### src/dnsrsp_pkg.sv
// Package: shared types and constants for the DNS response snoop parser.
`default_nettype none
package dnsrsp_pkg;

    localparam int DNS_HEADER_BYTES = 12;
    localparam int UDP_HEADER_BYTES = 8;

    localparam logic [3:0] PH_IDLE   = 4'd0;
    localparam logic [3:0] PH_UDP    = 4'd1;
    localparam logic [3:0] PH_HDR    = 4'd2;
    localparam logic [3:0] PH_LBLLEN = 4'd3;
    localparam logic [3:0] PH_LABEL  = 4'd4;
    localparam logic [3:0] PH_QTAIL  = 4'd5;
    localparam logic [3:0] PH_AFIX   = 4'd6;
    localparam logic [3:0] PH_ADATA  = 4'd7;
    localparam logic [3:0] PH_RDLEN  = 4'd8;
    localparam logic [3:0] PH_RDATA  = 4'd9;
    localparam logic [3:0] PH_DONE   = 4'd10;

    localparam logic [2:0] K_CHAR  = 3'd0;
    localparam logic [2:0] K_END   = 3'd1;
    localparam logic [2:0] K_ADDR  = 3'd2;
    localparam logic [2:0] K_TRUNC = 3'd3;
    localparam logic [2:0] K_LONG  = 3'd4;
    localparam logic [2:0] K_FLAGS = 3'd5;
    localparam logic [2:0] K_SHORT = 3'd6;

    localparam logic [1:0] CFG_FLAGS_FIRST  = 2'd0;
    localparam logic [1:0] CFG_FLAGS_SECOND = 2'd1;
    localparam logic [1:0] CFG_MAX_NAME     = 2'd2;

    localparam logic [15:0] TYPE_A = 16'd1;

    localparam int QUEUE_DEPTH = 4;
    localparam int QUEUE_AW    = 2;

    typedef struct packed {
        logic [7:0] data_byte;
        logic       first_byte;
        logic       last_byte;
    } in_item_t;

    typedef struct packed {
        logic [2:0]  result_kind;
        logic [31:0] result_value;
        logic        packet_done;
    } out_item_t;

    typedef struct packed {
        logic [15:0] flags_first;
        logic [15:0] flags_second;
        logic [7:0]  max_name;
    } cfg_t;

endpackage
`default_nettype wire

### src/dnsrsp_parse.sv
// Front part: byte-wise protocol parser producing at most one result per byte.
`default_nettype none
module dnsrsp_parse
    import dnsrsp_pkg::*;
(
    input  wire logic      clk,
    input  wire logic      rst_n,
    input  wire cfg_t      cfg,
    input  wire logic      in_valid,
    input  wire in_item_t  in_item,
    output logic           res_valid,
    output out_item_t      res_item
);

    logic [3:0]  phase_reg, phase_next;
    logic [3:0]  offset_reg, offset_next;
    logic [15:0] remain_reg, remain_next;
    logic [15:0] hword_reg, hword_next;
    logic [15:0] qleft_reg, qleft_next;
    logic [15:0] aleft_reg, aleft_next;
    logic [7:0]  lleft_reg, lleft_next;
    logic [7:0]  nlen_reg, nlen_next;
    logic [15:0] rtype_reg, rtype_next;
    logic [15:0] dleft_reg, dleft_next;
    logic [31:0] addr_reg, addr_next;

    logic [7:0]  b;
    logic [3:0]  ph;
    logic [15:0] r;
    logic [15:0] hw;
    logic [15:0] ql, al, am1;
    logic [3:0]  off;
    logic [7:0]  nl;
    logic [8:0]  nsum;
    logic [16:0] bp1;
    logic        has_res, abort;
    logic [2:0]  kind;
    logic [31:0] value;
    logic        done;

    always_comb
    begin
        b = in_item.data_byte;
        phase_next = phase_reg;
        offset_next = offset_reg;
        remain_next = remain_reg;
        hword_next = hword_reg;
        qleft_next = qleft_reg;
        aleft_next = aleft_reg;
        lleft_next = lleft_reg;
        nlen_next = nlen_reg;
        rtype_next = rtype_reg;
        dleft_next = dleft_reg;
        addr_next = addr_reg;
        has_res = 1'b0;
        abort = 1'b0;
        kind = K_CHAR;
        value = '0;
        done = 1'b0;
        ph = phase_reg;
        off = offset_reg;
        r = remain_reg;
        hw = hword_reg;
        ql = qleft_reg;
        al = aleft_reg;
        nl = nlen_reg;
        if (in_item.first_byte)
        begin
            ph = PH_UDP;
            off = '0;
            r = '0;
            hw = '0;
            ql = '0;
            al = '0;
            nl = '0;
            phase_next = PH_UDP;
            offset_next = '0;
            remain_next = '0;
            hword_next = '0;
            qleft_next = '0;
            aleft_next = '0;
            lleft_next = '0;
            nlen_next = '0;
            rtype_next = '0;
            dleft_next = '0;
            addr_next = '0;
        end
        am1 = al - 16'd1;
        nsum = {1'b0, nl} + {1'b0, b} + 9'd1;
        bp1 = {9'd0, b} + 17'd1;
        if (ph != PH_IDLE && ph != PH_DONE)
        begin
            if (ph != PH_UDP)
                remain_next = (r == 16'd0) ? 16'd0 : r - 16'd1;
            unique case (ph)
                PH_UDP:
                begin
                    hword_next = {hw[7:0], b};
                    if (off == 4'd5)
                        remain_next = hword_next;
                    if (off >= 4'(UDP_HEADER_BYTES - 1))
                    begin
                        if (remain_next < 16'(UDP_HEADER_BYTES + DNS_HEADER_BYTES))
                        begin
                            has_res = 1'b1;
                            kind = K_SHORT;
                        end
                        else
                        begin
                            remain_next = remain_next - 16'(UDP_HEADER_BYTES);
                            phase_next = PH_HDR;
                            offset_next = '0;
                        end
                    end
                    else
                        offset_next = off + 4'd1;
                end
                PH_HDR:
                begin
                    hword_next = {hw[7:0], b};
                    if (off == 4'd3 && hword_next != cfg.flags_first
                        && hword_next != cfg.flags_second)
                    begin
                        has_res = 1'b1;
                        kind = K_FLAGS;
                    end
                    else
                    begin
                        if (off == 4'd5)
                            qleft_next = hword_next;
                        if (off == 4'd7)
                            aleft_next = hword_next;
                        if (off >= 4'(DNS_HEADER_BYTES - 1))
                        begin
                            offset_next = '0;
                            nlen_next = '0;
                            if (ql != 16'd0)
                                phase_next = PH_LBLLEN;
                            else if (aleft_next != 16'd0)
                                phase_next = PH_AFIX;
                            else
                                phase_next = PH_DONE;
                        end
                        else
                            offset_next = off + 4'd1;
                    end
                end
                PH_LBLLEN:
                begin
                    has_res = 1'b1;
                    if (b == 8'd0)
                    begin
                        if (r < 16'd5)
                            kind = K_TRUNC;
                        else
                        begin
                            kind = K_END;
                            phase_next = PH_QTAIL;
                            offset_next = '0;
                        end
                    end
                    else if (nsum >= {1'b0, cfg.max_name})
                        kind = K_LONG;
                    else if ({1'b0, r} < bp1)
                        kind = K_TRUNC;
                    else
                    begin
                        if (nl != 8'd0)
                        begin
                            kind = K_CHAR;
                            value = 32'h2E;
                        end
                        else
                            has_res = 1'b0;
                        nlen_next = nsum[7:0];
                        lleft_next = b;
                        phase_next = PH_LABEL;
                    end
                end
                PH_LABEL:
                begin
                    has_res = 1'b1;
                    kind = K_CHAR;
                    value = {24'd0, b};
                    lleft_next = lleft_reg - 8'd1;
                    if (lleft_next == 8'd0)
                        phase_next = PH_LBLLEN;
                end
                PH_QTAIL:
                begin
                    if (off >= 4'd3)
                    begin
                        qleft_next = ql - 16'd1;
                        offset_next = '0;
                        nlen_next = '0;
                        if (qleft_next != 16'd0)
                            phase_next = PH_LBLLEN;
                        else if (al != 16'd0)
                            phase_next = PH_AFIX;
                        else
                            phase_next = PH_DONE;
                    end
                    else
                        offset_next = off + 4'd1;
                end
                PH_AFIX:
                begin
                    if (off == 4'd0 && r < 16'd10)
                    begin
                        has_res = 1'b1;
                        kind = K_TRUNC;
                    end
                    else
                    begin
                        hword_next = {hw[7:0], b};
                        if (off == 4'd3)
                            rtype_next = hword_next;
                        if (off >= 4'd9)
                        begin
                            offset_next = '0;
                            phase_next = (rtype_reg == TYPE_A) ? PH_ADATA : PH_RDLEN;
                        end
                        else
                            offset_next = off + 4'd1;
                    end
                end
                PH_ADATA:
                begin
                    if (off == 4'd0 && r < 16'd6)
                    begin
                        has_res = 1'b1;
                        kind = K_TRUNC;
                    end
                    else
                    begin
                        if (off >= 4'd2)
                            addr_next = {addr_reg[23:0], b};
                        if (off >= 4'd5)
                        begin
                            has_res = 1'b1;
                            kind = K_ADDR;
                            value = addr_next;
                            offset_next = '0;
                            aleft_next = am1;
                            phase_next = (am1 == 16'd0) ? PH_DONE : PH_AFIX;
                            done = (am1 == 16'd0);
                        end
                        else
                            offset_next = off + 4'd1;
                    end
                end
                PH_RDLEN:
                begin
                    if (off == 4'd0)
                    begin
                        if (r < 16'd2)
                        begin
                            has_res = 1'b1;
                            kind = K_TRUNC;
                        end
                        else
                        begin
                            hword_next = {hw[7:0], b};
                            offset_next = 4'd1;
                        end
                    end
                    else
                    begin
                        hword_next = {hw[7:0], b};
                        dleft_next = hword_next;
                        if (remain_next < hword_next)
                        begin
                            has_res = 1'b1;
                            kind = K_TRUNC;
                        end
                        else if (hword_next == 16'd0)
                        begin
                            offset_next = '0;
                            aleft_next = am1;
                            phase_next = (am1 == 16'd0) ? PH_DONE : PH_AFIX;
                        end
                        else
                            phase_next = PH_RDATA;
                    end
                end
                PH_RDATA:
                begin
                    dleft_next = dleft_reg - 16'd1;
                    if (dleft_next == 16'd0)
                    begin
                        offset_next = '0;
                        aleft_next = am1;
                        phase_next = (am1 == 16'd0) ? PH_DONE : PH_AFIX;
                    end
                end
                default:
                begin
                    phase_next = PH_DONE;
                end
            endcase
            abort = has_res && (kind == K_TRUNC || kind == K_LONG
                || kind == K_FLAGS || kind == K_SHORT);
            if (ph > PH_DONE)
                has_res = 1'b0;
            else if (abort)
            begin
                value = '0;
                done = 1'b1;
                phase_next = PH_DONE;
            end
            else if (in_item.last_byte && phase_next != PH_DONE)
            begin
                has_res = 1'b1;
                kind = K_TRUNC;
                value = '0;
                done = 1'b1;
                phase_next = PH_DONE;
            end
        end
    end

    always_ff @(posedge clk or negedge rst_n)
    begin
        if (!rst_n)
        begin
            phase_reg <= PH_IDLE;
            offset_reg <= '0;
            remain_reg <= '0;
            hword_reg <= '0;
            qleft_reg <= '0;
            aleft_reg <= '0;
            lleft_reg <= '0;
            nlen_reg <= '0;
            rtype_reg <= '0;
            dleft_reg <= '0;
            addr_reg <= '0;
            res_valid <= 1'b0;
        end
        else
        begin
            res_valid <= in_valid && has_res;
            if (in_valid)
            begin
                phase_reg <= phase_next;
                offset_reg <= offset_next;
                remain_reg <= remain_next;
                hword_reg <= hword_next;
                qleft_reg <= qleft_next;
                aleft_reg <= aleft_next;
                lleft_reg <= lleft_next;
                nlen_reg <= nlen_next;
                rtype_reg <= rtype_next;
                dleft_reg <= dleft_next;
                addr_reg <= addr_next;
            end
        end
    end

    always_ff @(posedge clk)
    begin
        res_item.result_kind <= kind;
        res_item.result_value <= value;
        res_item.packet_done <= done;
    end

    a_done_on_abort: assert property (@(posedge clk) disable iff (!rst_n)
        res_valid && res_item.result_kind >= K_TRUNC |-> res_item.packet_done)
        else $error("abort result without packet_done");
    a_phase_range: assert property (@(posedge clk) disable iff (!rst_n)
        phase_reg <= PH_DONE)
        else $error("phase out of range");
    a_done_phase: assert property (@(posedge clk) disable iff (!rst_n)
        res_valid && res_item.packet_done |-> phase_reg == PH_DONE)
        else $error("packet_done but parser still active");

endmodule
`default_nettype wire

### src/dnsrsp_queue.sv
// Back part: result queue with credit-based full toward the parser.
`default_nettype none
module dnsrsp_queue
    import dnsrsp_pkg::*;
(
    input  wire logic      clk,
    input  wire logic      rst_n,
    input  wire logic      wr_en,
    input  wire out_item_t wr_item,
    input  wire logic      in_push,
    output logic           full,
    output logic           empty,
    input  wire logic      pop,
    output out_item_t      rd_item
);

    out_item_t               mem_reg [QUEUE_DEPTH];
    logic [QUEUE_AW-1:0]     wptr_reg, rptr_reg;
    logic [QUEUE_AW:0]       count_reg, count_next;
    logic                    pend_reg;
    logic                    do_pop;

    assign empty = (count_reg == '0);
    assign do_pop = pop && !empty;
    assign rd_item = mem_reg[rptr_reg];
    // one in-flight request may still land, so reserve a slot for it
    assign full = ({1'b0, count_reg} + {{QUEUE_AW + 1{1'b0}}, pend_reg})
        >= (QUEUE_AW + 2)'(QUEUE_DEPTH);

    always_comb
    begin
        count_next = count_reg + (QUEUE_AW + 1)'(wr_en) - (QUEUE_AW + 1)'(do_pop);
    end

    always_ff @(posedge clk or negedge rst_n)
    begin
        if (!rst_n)
        begin
            wptr_reg <= '0;
            rptr_reg <= '0;
            count_reg <= '0;
            pend_reg <= 1'b0;
        end
        else
        begin
            pend_reg <= in_push && !full;
            count_reg <= count_next;
            if (wr_en)
                wptr_reg <= wptr_reg + 1'b1;
            if (do_pop)
                rptr_reg <= rptr_reg + 1'b1;
        end
    end

    always_ff @(posedge clk)
    begin
        if (wr_en)
            mem_reg[wptr_reg] <= wr_item;
    end

    a_no_overflow: assert property (@(posedge clk) disable iff (!rst_n)
        wr_en |-> count_reg < (QUEUE_AW + 1)'(QUEUE_DEPTH))
        else $error("result queue overflow");
    a_wr_after_push: assert property (@(posedge clk) disable iff (!rst_n)
        wr_en |-> pend_reg)
        else $error("write without accepted request");
    a_count_bound: assert property (@(posedge clk) disable iff (!rst_n)
        count_reg <= (QUEUE_AW + 1)'(QUEUE_DEPTH))
        else $error("count out of range");

endmodule
`default_nettype wire

### src/dns_response_snoop_parser.sv
// Top level: DNS response snoop parser with configuration registers.
// Takes one datagram byte per cycle while full is low, starting at the UDP header, and yields
// at most one result per byte (name characters, name ends, A addresses, abort codes). A request
// is accepted in any cycle while full is low; its result is registered in the parser and then
// written into the queue. Full is set by the occupancy of the four-entry result queue, so bytes
// stream back to back as long as results are popped. Configuration writes are always ready.
`default_nettype none
module dns_response_snoop_parser
    import dnsrsp_pkg::*;
(
    input  wire logic       clk,
    input  wire logic       rst_n,
    input  wire logic       push,
    output logic            full,
    input  wire in_item_t   in_data,
    output logic            empty,
    input  wire logic       pop,
    output out_item_t       out_data,
    input  wire logic       cfg_valid,
    output logic            cfg_ready,
    input  wire logic [1:0] cfg_index,
    input  wire logic [15:0] cfg_data
);

    cfg_t      cfg_reg;
    logic      acc;
    logic      res_valid;
    out_item_t res_item;

    assign cfg_ready = 1'b1;
    assign acc = push && !full;

    always_ff @(posedge clk or negedge rst_n)
    begin
        if (!rst_n)
        begin
            cfg_reg.flags_first <= 16'h8180;
            cfg_reg.flags_second <= 16'h8580;
            cfg_reg.max_name <= 8'd128;
        end
        else if (cfg_valid)
        begin
            unique case (cfg_index)
                CFG_FLAGS_FIRST:  cfg_reg.flags_first <= cfg_data;
                CFG_FLAGS_SECOND: cfg_reg.flags_second <= cfg_data;
                CFG_MAX_NAME:     cfg_reg.max_name <= cfg_data[7:0];
                default:          ;
            endcase
        end
    end

    dnsrsp_parse u_parse (
        .clk       (clk),
        .rst_n     (rst_n),
        .cfg       (cfg_reg),
        .in_valid  (acc),
        .in_item   (in_data),
        .res_valid (res_valid),
        .res_item  (res_item)
    );

    dnsrsp_queue u_queue (
        .clk     (clk),
        .rst_n   (rst_n),
        .wr_en   (res_valid),
        .wr_item (res_item),
        .in_push (push),
        .full    (full),
        .empty   (empty),
        .pop     (pop),
        .rd_item (out_data)
    );

endmodule
`default_nettype wire

### config.mk
export PLATFORM = sky130hd
export DESIGN_NAME = dns_response_snoop_parser
export DESIGN_NICKNAME = d
export VERILOG_FILES = /design/src/dnsrsp_pkg.sv /design/src/dnsrsp_parse.sv /design/src/dnsrsp_queue.sv /design/src/dns_response_snoop_parser.sv
export SDC_FILE = /design/constraint.sdc
export NUM_CORES = 1
export LEC_CHECK = 0
export BUFFER_PORTS_ARGS = -buffer_cell sky130_fd_sc_hd__buf_4
export CAP_MARGIN = 40
export CORE_ASPECT_RATIO = 0.8
export CORE_UTILIZATION = 35
export DETAILED_ROUTE_END_ITERATION = 8
export PLACE_DENSITY = 0.56
export SLEW_MARGIN = 15
export SYNTH_ARGS = -nofsm -noshare
export SYNTH_HDL_FRONTEND = slang
export SYNTH_SLANG_ARGS = --single-unit
### constraint.sdc
create_clock -name clk -period 8.4 [get_ports clk]
set_clock_uncertainty 0.1 [all_clocks]
set_input_delay 0.84 -clock clk [delete_from_list [all_inputs] [get_ports clk]]
set_output_delay 0.84 -clock clk [all_outputs]
set_load 0.005 [all_outputs]
# [Yosys cells after proc, flatten, opt, wreduce, memory -nomap -nowiden]
# Memories as Yosys holds them, arrays and structs flattened.
# Index checks and enable logic that the tools add are counted.
[totals] ramBits=144 memories=1 regBits=237
[op_classes] mux=171 n_eq_ne=24 n_addsub=15 order_cmp=16 reduce_logical=34
[memory_table] memory="u_queue.mem_reg" depth=4 word_bits=36 read_ports=1 rd_ports_with_merged_regs=0 write_ports=1 line="dnsrsp_queue.sv:17" rtl="out_item_t mem_reg [QUEUE_DEPTH];"
[op_table] operator="$mux W16" count=42
[op_table] operator="$mux W32" count=13
[op_table] operator="$mux W4" count=48
[op_table] operator="$mux W8" count=13
[op_table] operator="$pmux W32 S3" count=1
[op_table] operator="$logic_not A16 Y1" count=4
[op_table] operator="$pmux W16 S2" count=2
[op_table] operator="$pmux W16 S4" count=1
[op_table] operator="$reduce_bool A16 Y1" count=4
[op_table] operator="$sub A16 B1 Y16 const B" count=4
[op_table] operator="$pmux W16 S3" count=1
[op_table] operator="$pmux W4 S9" count=1
[op_table] operator="$mux W3" count=11
[op_table] operator="$lt A16 B3 Y1 const B" count=2
[op_table] operator="$ne A16 B16 Y1" count=2
[op_table] operator="$pmux W4 S8" count=1
[op_table] operator="$mux W1" count=26
[op_table] operator="$eq A4 B3 Y1 const B" count=6
[op_table] operator="$pmux W8 S3" count=1
[op_table] operator="$pmux W3 S6" count=1
[op_table] operator="$lt A16 B17 Y1" count=1
[op_table] operator="$eq A16 B1 Y1 const B" count=1
[op_table] operator="$logic_not A8 Y1" count=2
[op_table] operator="$lt A16 B16 Y1" count=1
[op_table] operator="41 further kinds" count=71

# [Longest topological paths before layout]
# Gate-level depths: netlist (run 1).
[depth] ltp_word=22 ltp_mapped=27 ltp_nobuf=20

# [Cells and area by module]
# Synthesis (run 1) repeated with hierarchy kept, for this count alone.
[unflattened] hier_cells=2201 hier_area_um2=22127.5
[by_module_without_submodules] module="dnsrsp_parse" n_inst=1 cells_each=1882 area_per_inst_um2=14895.5
[by_module_without_submodules] module="dnsrsp_queue" n_inst=1 cells_each=231 area_per_inst_um2=5693.0
[by_module_without_submodules] module="dns_response_snoop_parser" n_inst=1 cells_each=88 area_per_inst_um2=1539.0

# [Least setup slack after synthesis (run 1)]
# No wires, ideal clock.
[synth_path] path_type="input to register" startpoint="in in_data[1] (netlist bit)" endpoint="reg u_parse.phase_reg[0]" setup_ns=0.130 stages=24 path_slack_ns=2.137 required_ns=8.170 t_arrival_ns=6.034 cell_sequence="clkbuf_1 > clkbuf_1 > buf_1 > clkbuf_1 > buf_2 > buf_1 > clkbuf_1 > clkbuf_1 > clkbuf_1 > nor2b_1 > ha_1 > o21a_1 > o31a_1 > a21oi_1 > ha_1 > o2111ai_1 > nor4_1 > a211o_1 > nand2b_1 > nor2_1 > clkbuf_1 > o21ai_0 > nor4_1 > a21oi_1"
[synth_via] elab_chain_cells=21
[synth_rtl] item="start, declared" line="dns_response_snoop_parser.sv:15" rtl="input wire in_item_t in_data,"
[synth_rtl] item="$mux W16" line="dnsrsp_parse.sv:67" rtl="if (in_item.first_byte)"
[synth_rtl] item="$sub A16 B1 Y16 or $logic_not A16 Y1 (tied branches)" line="dnsrsp_parse.sv:94" rtl="remain_next = (r == 16'd0) ? 16'd0 : r - 16'd1;"
[synth_rtl] item="$mux W16" line="dnsrsp_parse.sv:94"
[synth_rtl] item="$mux W16" line="dnsrsp_parse.sv:93" rtl="if (ph != PH_UDP)"
[synth_rtl] item="$mux W16" line="dnsrsp_parse.sv:91" rtl="if (ph != PH_IDLE && ph != PH_DONE)"
[synth_rtl] item="$mux W16" line="dnsrsp_parse.sv:99" rtl="if (off == 4'd5)"
[synth_rtl] item="$mux W16" line="dnsrsp_parse.sv:95" rtl="unique case (ph)"
[synth_rtl] item="$mux W16" line="dnsrsp_parse.sv:91"
[synth_rtl] item="(+4 left out)"
[synth_rtl] item="$mux W3" line="dnsrsp_parse.sv:91"
[synth_rtl] item="$eq A3 B2 Y1 or $eq A3 B3 Y1 (tied branches)" line="dnsrsp_parse.sv:301" rtl="abort = has_res && (kind == K_TRUNC || kind == K_LONG"
[synth_rtl] item="$logic_or A1 B1 Y1" line="dnsrsp_parse.sv:301"
[synth_rtl] item="$logic_or A1 B1 Y1 (2 in a row)" line="dnsrsp_parse.sv:302" rtl="|| kind == K_FLAGS || kind == K_SHORT);"
[synth_rtl] item="$logic_and A1 B1 Y1" line="dnsrsp_parse.sv:301"
[synth_rtl] item="$mux W4" line="dnsrsp_parse.sv:305" rtl="else if (abort)"
[synth_rtl] item="$mux W4" line="dnsrsp_parse.sv:303" rtl="if (ph > PH_DONE)"
[synth_rtl] item="$mux W4 (*)" line="dnsrsp_parse.sv:91"
[synth_rtl] item="end signal, assigned" line="dnsrsp_parse.sv:344" rtl="phase_reg <= phase_next;"
[synth_rtl] item="end, declared" line="dnsrsp_parse.sv:15" rtl="logic [3:0] phase_reg, phase_next;"
# Every way passes the cells marked *; elsewhere a longest branch is shown, timed or not. The select of a mux whose other input is x is not followed.
# A chain may end at the register's enable or synchronous reset.

# [Worst setup path in the final report (run 1)]
[layout_path] startpoint="in in_data[1] (netlist bit)" endpoint="reg u_parse.res_item[9] (netlist name)"
[layout_via] elab_chain_cells=20
[layout_rtl] item="$mux W16" line="dnsrsp_parse.sv:67"
[layout_rtl] item="$sub A16 B1 Y16 or $logic_not A16 Y1 (tied branches)" line="dnsrsp_parse.sv:94"
[layout_rtl] item="$mux W16" line="dnsrsp_parse.sv:94"
[layout_rtl] item="$mux W16" line="dnsrsp_parse.sv:93"
[layout_rtl] item="$mux W16" line="dnsrsp_parse.sv:91"
[layout_rtl] item="$mux W16" line="dnsrsp_parse.sv:99"
[layout_rtl] item="$mux W16" line="dnsrsp_parse.sv:95"
[layout_rtl] item="$mux W16" line="dnsrsp_parse.sv:91"
[layout_rtl] item="(+3 left out)"
[layout_rtl] item="$pmux W3 S6" line="dnsrsp_parse.sv:95"
[layout_rtl] item="$mux W3" line="dnsrsp_parse.sv:91"
[layout_rtl] item="$eq A3 B2 Y1 or $eq A3 B3 Y1 (tied branches)" line="dnsrsp_parse.sv:301"
[layout_rtl] item="$logic_or A1 B1 Y1" line="dnsrsp_parse.sv:301"
[layout_rtl] item="$logic_or A1 B1 Y1 (2 in a row)" line="dnsrsp_parse.sv:302"
[layout_rtl] item="$logic_and A1 B1 Y1" line="dnsrsp_parse.sv:301"
[layout_rtl] item="$mux W32" line="dnsrsp_parse.sv:305"
[layout_rtl] item="$mux W32" line="dnsrsp_parse.sv:303"
# Parallel ways exist; a longest one is shown, timed or not. The select of a mux whose other input is x is not followed.

==> flow_summary.yaml, run 1 <==
logic_synthesis:
  synth_top_family_by_area: "compound AO/OA/AOI/OAI gates"
  synth-simple-area-share_pct: 17.9
  syn_avg_cell_area_um2: 9.81
  synth_area_um2: 21600
  synth-adder-area-share_pct: 3.77
  synth_warnings: 0
  synth_xor_area_share_pct: 3.19
  syn-num-nets: 2302
  muxShareOfSynthArea_pct: 7.38
  ys_seq_area_share_pct: 45.7
  async_reset_ff_share_pct: 51.7
  synth_cells: 2205
  synth-compound-area-share_pct: 18.2
  synth-edff-count: 144
  synth_ff_type: "dfrtp_1"
  synth_cell_types: 98
  ys_seq_elements: 373
layout:
  layout_common_cells: "nor2_1, dfrtp_1, nand2_1"
  fin_nets: 2320
  largest_register_ffs: 144
  fin_area_um2: 24500
  drive_above_1_share_pct: 15.6
  mostFrequentLayoutCell: "nor2_1"
  area.growth.synth_to_final_pct: 13.5
global_route:
  grt_pass1_vias: 17400
  grt_max_degree: 73
  overflow: 0
  grt_usage_pct: 22.5
  grt_pass1_wl_um: 108000
  grt_antenna_before_repair: 1
routing:
  dr_total_vias: 18200
  dr.pass1.iters: 6
  ant_nets: 0
  routed_wl_um: 70800
  drt_iter0_markers: 1922
  detail_route.wl_per_cell_um: 22.9
  via_per_inst: 5.88
  drc_errors: 0
power_and_ir_drop:
  p_sw_share_pct: 40.7
  p_clk_share_pct: 24.9
  power.leakage_nw: 9.43
  p_switching_w: 0.00300
  power_frac_seq_pct: 34.7
  ir_worst_vdd_v: 0.000179
  powerDensity_nw_per_um2: 300
  intPower_w: 0.00437
  combPwrFrac_pct: 40.4
setup_path:
  critPathLaunch: "in_data[1]"
  critPathMaxFanout: 35
  slowest_delay_ns: 0.69
  cp-end-kind: "flip-flop"
  reg2reg_slack_ns: 2.12
  cp_slowest_cell: "nor4b_1"
  critPathTopFamily: "simple AND/OR/NAND/NOR gates"
  cp_cell_sequence: "buf_4 > clkinv_1 > nand2_1 > ha_1 > nor4b_1 > or4b_2 > xor2_1 > nor2_1 > ha_1 > nand2_1 > nor4_1 > nand3_1 > o2bb2ai_1 > o21ai_1 > o2111a_1 > o211a_1 > o21ai_2 > nand3_4 > nor2_1"
  arrival_ns: 7.08
  r2r_end: "u_parse.res_item[9]"
  worstRegToRegCells: 15
  critPathRequiredTime_ns: 8.80
  worstSetupPathType: "input port to flip-flop"
  critPathCapture: "u_parse.res_item[9]"
  rr_startpoint: "u_parse.remain_reg[7]"
  cp.buffers_inverters: 2
  crit_cells: 19
  critPathLaunchType: "input port"
cts:
  clock_sinks: 373
  clk_pin_slew_ns: 0.06
  holdBufCountCts: 0
  cts_tree: "done"
  cts_buffer_depth: 3
  clkLatencyLatePin_ns: 0.60
  cts_buffers: 41
  post_cts_resized: 0
  cts_root_buffer: "clkbuf_16"
  cts_setup_buffers: 0
  htreeDepth: 2
placed_design:
  globalplace.congestion: 0.952
  placed_area_um2: 23100
  post-dp-hpwl_um: 49600
  port_buffers: 70
  pre_cts_slack_ns: 1.30
sta:
  rsz0062_at_grt: "no"
  fmax_mhz: 150
  setup_tns_ns: 0
  worst_pin_slew_ns: 0.907
  hold_viol_final: 0
  worst_slack_ns: 1.72
  maxSlewHeadroom_pct: 39.1
  min_period_over_period_pct: 79.5
  setup_viol: 0
  period_minus_slack_ns: 6.68
  finalMaxSlewViolations: 0
die:
  die_y_um: 224
  start_util_pct: 35.4
  core_area_um2: 61100
  dieArea_um2: 62800
  ioPinCount: 72
  die_x_um: 280
  rows: 81
outcome:
  outcome: "complete, no violations"
flow_run:
  maxCapViolations: 0
hold_path:
  min_path_type: "input port to asynchronous set/reset pin"
-- how the worst min path moves through the flow --
stage,from,to,cells past startpoint
global placement,u_parse.res_item[25],u_queue.mem_reg[3][25],0
floorplan,u_parse.res_item[0],u_queue.mem_reg[0][0],0
finish,rst_n,u_parse.hword_reg[6],1
CTS,rst_n,u_parse.rtype_reg[2],1
detailed placement,u_parse.nlen_reg[2],u_parse.nlen_reg[2],2
global route,rst_n,u_parse.hword_reg[6],1
-- per-layer routing --
metal,up-vias,track usage [%],wire (um)
li1,8262,-,-
met1,8998,33.5,32800
met2,790,32.0,29600
met3,102,5.90,6960
met4,0,5.91,1450
met5,-,0,0
-- cells in the mapped netlist, types with 30 or more instances --
master / count / share of area [%]
clkbuf_1: 122 / 2.1
edfxtp_1: 144 / 20
ha_1: 62 / 3.6
inv_1: 54 / 0.94
xnor2_1: 49 / 2.0
a21oi_1: 158 / 3.7
mux4_2: 36 / 3.7
nand3_1: 44 / 1.0
nor3b_1: 32 / 1.1
a22o_1: 50 / 2.0
dfxtp_1: 36 / 3.3
nor2b_1: 30 / 0.87
nand2_1: 180 / 3.1
nor2_1: 210 / 3.6
o21ai_0: 179 / 4.1
mux2_2: 52 / 2.7
nor4_1: 32 / 0.93
nor3_1: 63 / 1.5
dfrtp_1: 185 / 21
-- through the flow --
stage	power, W	hold WS [ns]	cells	utilization [%]
global route	0.00780	0.173	3086	40.2
CTS	0.00735	0.162	3081	40.1
detailed placement	0.00550	0.367	3005	37.8
global placement	0.00542	0.356	2989	37.4
floorplan	0.00444	0.338	2205	-
finish	0.00736	0.149	3087	40.2
-- layout make-up --
| type | count | area (um^2) |
|---|---|---|
| sequential | 373 | 9890 |
| fill | 5982 | 36600 |
| antenna | 1 | 2.50 |
| timing repair buffer | 122 | 1060 |
| inverter | 55 | 206 |
| multi-input combinational | 1630 | 11000 |
| clock buffer | 50 | 1110 |
| clock inverter | 26 | 264 |
| tap | 830 | 1040 |
-- power groups by stage --
| stage | registers (W) | clock network (W) | logic [W] |
|---|---|---|---|
| 4_1_cts | 0.00254 | 0.00187 | 0.00294 |
| 3_3_place_gp | 0.00256 | 0 | 0.00286 |
| 2_1_floorplan | 0.00233 | 0 | 0.00210 |
| 5_1_grt | 0.00259 | 0.00195 | 0.00326 |
| 3_5_place_dp | 0.00257 | 0 | 0.00293 |
| 6_report | 0.00255 | 0.00183 | 0.00298 |
-- logic make-up (layout without fill, tap and decap cells) --
kind of cell,count (synthesis),after routing
other,1,2
flip-flops,373,373
AND/OR/NAND/NOR,762,762
multiplexers,108,108
XOR/XNOR,78,78
buffers and inverters,202,253
AO/OA/AOI/OAI,617,617
adder cells (fa/ha/maj),64,64
-- worst reg2reg max path, stage by stage (launching register included) --
cell and delay [ns]:
dfrtp_1 0.46, nor4_2 0.82, nand4_1 0.51, o311a_1 0.51, or2_2 0.31, ha_1 0.33, nand4_1 0.18, nor4_1 0.57
nand3_1 0.15, o2bb2ai_1 0.34, o21ai_1 0.37, o2111a_1 0.38, o211a_1 0.17, o21ai_2 0.34, nand3_4 0.41, nor2_1 0.26
(Power assumes the default switching activity.)
==> inputs of run 2 (changes only) <==
Settings changed: PLACE_DENSITY 0.56 to 0.58.
Clock period 8.4 ns to 5.95 ns, I/O delays scaled along.
==> run 2 against run 1 <==
Setup slack got worse by 1.3 ns. Global-route usage is 0.070 points lower. Non-clock buffer count grew 17. Hold slack better by 0.0096 ns. Via count shrank 0.15%. Sequential power grew 40%. Sequential cell count unchanged. Highest routed layer unchanged. Die area did not move.
==> flow_summary.yaml, run 2 (same netlist as run 1, synthesis figures left out) <==
cts:
  cts_buffer_depth: 3
  cts_tree: "done"
  cts_root_buffer: "clkbuf_16"
  clkLatencyLatePin_ns: 0.59
  clock_sinks: 373
  cts_setup_buffers: 0
  post_cts_resized: 0
  cts_buffers: 39
  htreeDepth: 2
  clk_pin_slew_ns: 0.06
hold_path:
  hp-start: "cfg_data[12]"
  min_path_cells: 2
  min_path_type: "input port to flip-flop"
  hold_path_end: "cfg_reg[20]"
setup_path:
  worstRegToRegCells: 16
  reg2reg_slack_ns: 0.43
  worstSetupPathType: "flip-flop to flip-flop"
  critPathLaunchType: "flip-flop"
  slowest_delay_ns: 0.61
  critPathRequiredTime_ns: 6.34
  arrival_ns: 5.91
  cp.buffers_inverters: 0
  cp_slowest_cell: "or4_4"
  cp_common_cell: "or4_4"
  critPathMaxFanout: 24
  r2r_end: "u_parse.res_item[20]"
  critPathTopFamily: "simple AND/OR/NAND/NOR gates"
  rr_startpoint: "u_parse.remain_reg[9]"
  cp-end-kind: "flip-flop"
  cp_cell_sequence: "or4_4 > or4_4 > nor3_2 > xor2_2 > nor2_1 > ha_1 > nand4_1 > nor4_1 > nand3_1 > o2bb2ai_1 > o21ai_1 > o2111a_1 > o211a_1 > o21ai_2 > nand3_4 > nor2_2"
power_and_ir_drop:
  ir_worst_vdd_v: 0.000281
  power_w: 0.0104
  power.leakage_nw: 9.46
  powerDensity_nw_per_um2: 422
layout:
  diodes: 0
  regArea_um2: 9890
  fin_nets: 2335
  largest_register_ffs: 144
  instances_no_fill: 3099
  area.growth.synth_to_final_pct: 13.7
  drive_above_1_share_pct: 16.2
  mostFrequentLayoutCell: "nor2_1"
  fin_area_um2: 24600
  fillCellCount: 5952
  multi_input_area_um2: 11000
  layout_common_cells: "nor2_1, dfrtp_1, nand2_1"
outcome:
  outcome: "complete, no violations"
global_route:
  overflow: 0
  grt_pass1_wl_um: 108000
  grt_max_degree: 119
  grt_antenna_before_repair: 2
  grt_pass1_vias: 17300
  grt_usage_pct: 22.4
routing:
  detail_route.wl_per_cell_um: 22.8
  dr_total_vias: 18100
  ant_nets: 0
  via_per_inst: 5.85
  dr.pass1.iters: 6
  drt_iter0_markers: 1934
  routed_wl_um: 70500
  drc_errors: 0
die:
  dieArea_um2: 62800
  rows: 81
  start_util_pct: 35.4
  ioPinCount: 72
  core_area_um2: 61100
  die_y_um: 224
  die_x_um: 280
placed_design:
  placed_area_um2: 23200
  post-place-cells: 3024
  port_buffers: 70
  post-dp-hpwl_um: 49500
  globalplace.congestion: 0.997
sta:
  maxSlewHeadroom_pct: 38.8
  rsz0062_at_grt: "no"
  min_period_over_period_pct: 92.7
  worst_pin_slew_ns: 0.914
  setup_viol: 0
  setup_tns_ns: 0
  hold_viol_final: 0
  fmax_mhz: 181
  period_minus_slack_ns: 5.52
  finalMaxSlewViolations: 0
flow_run:
  maxCapViolations: 0
-- run 2: cell types whose count changed in the layout (fill, tap and decap cells not counted), moves of 2 or more --
cell,delta
nor4_2,-2
nor4_1,+2
buf_16,-5
clkbuf_16,-3
buf_12,+6
clkinv_1,-4
buf_2,-3
buf_4,+18
-- run 2: final cells by class --
cell class                      count  share of cell area [%]
Multi-Input combinational cell   1630                    44.6
Sequential cell                   373                    40.2
Timing Repair Buffer              139                    4.82
Clock buffer                       50                    4.32
Tap cell                          830                    4.22
Clock inverter                     22                   0.982
Inverter                           55                   0.840
-- run 2: through the flow --
stage	util, %	setup slack [ns]	hold slack, ns
floorplan	-	0.0354	0.199
global placement	37.7	0.185	0.356
detailed placement	38.0	0.0155	0.364
CTS	40.2	0.484	0.143
global route	40.2	0.122	0.159
finish	40.2	0.432	0.159
-- run 2: what timing repair did --
action,CTS,global route
hold buffers,1,0
endpoints found under the hold margin,68,0
endpoints found under the setup margin,0,0
-- run 2: worst max-delay path by stage --
stage | startpoint | endpoint | cells after the start
5_1_grt | u_parse.phase_reg[1] | u_parse.res_item[9] | 16
3_5_place_dp | in_data[1] | u_parse.res_item[28] | 19
4_1_cts | u_parse.remain_reg[9] | u_parse.res_item[28] | 16
3_3_place_gp | in_data[1] | u_parse.res_item[25] | 19
2_1_floorplan | in_data[1] | u_parse.phase_reg[0] | 24
6_report | u_parse.remain_reg[9] | u_parse.res_item[20] | 16
-- run 2: where the power goes --
group / internal [W] / switching [W]
sequential: 0.00304 / 0.000525
clock: 0.00138 / 0.00109
combinational: 0.00170 / 0.00263
total: 0.00611 / 0.00425
-- run 2: routing by layer --
metal | track usage, % | vias to the layer above | part of all wire [%]
li1 | - | 8275 | -
met5 | 0 | - | 0
met4 | 5.98 | 0 | 2.1
met1 | 33.2 | 8928 | 46
met3 | 6.38 | 105 | 10
met2 | 31.6 | 816 | 41
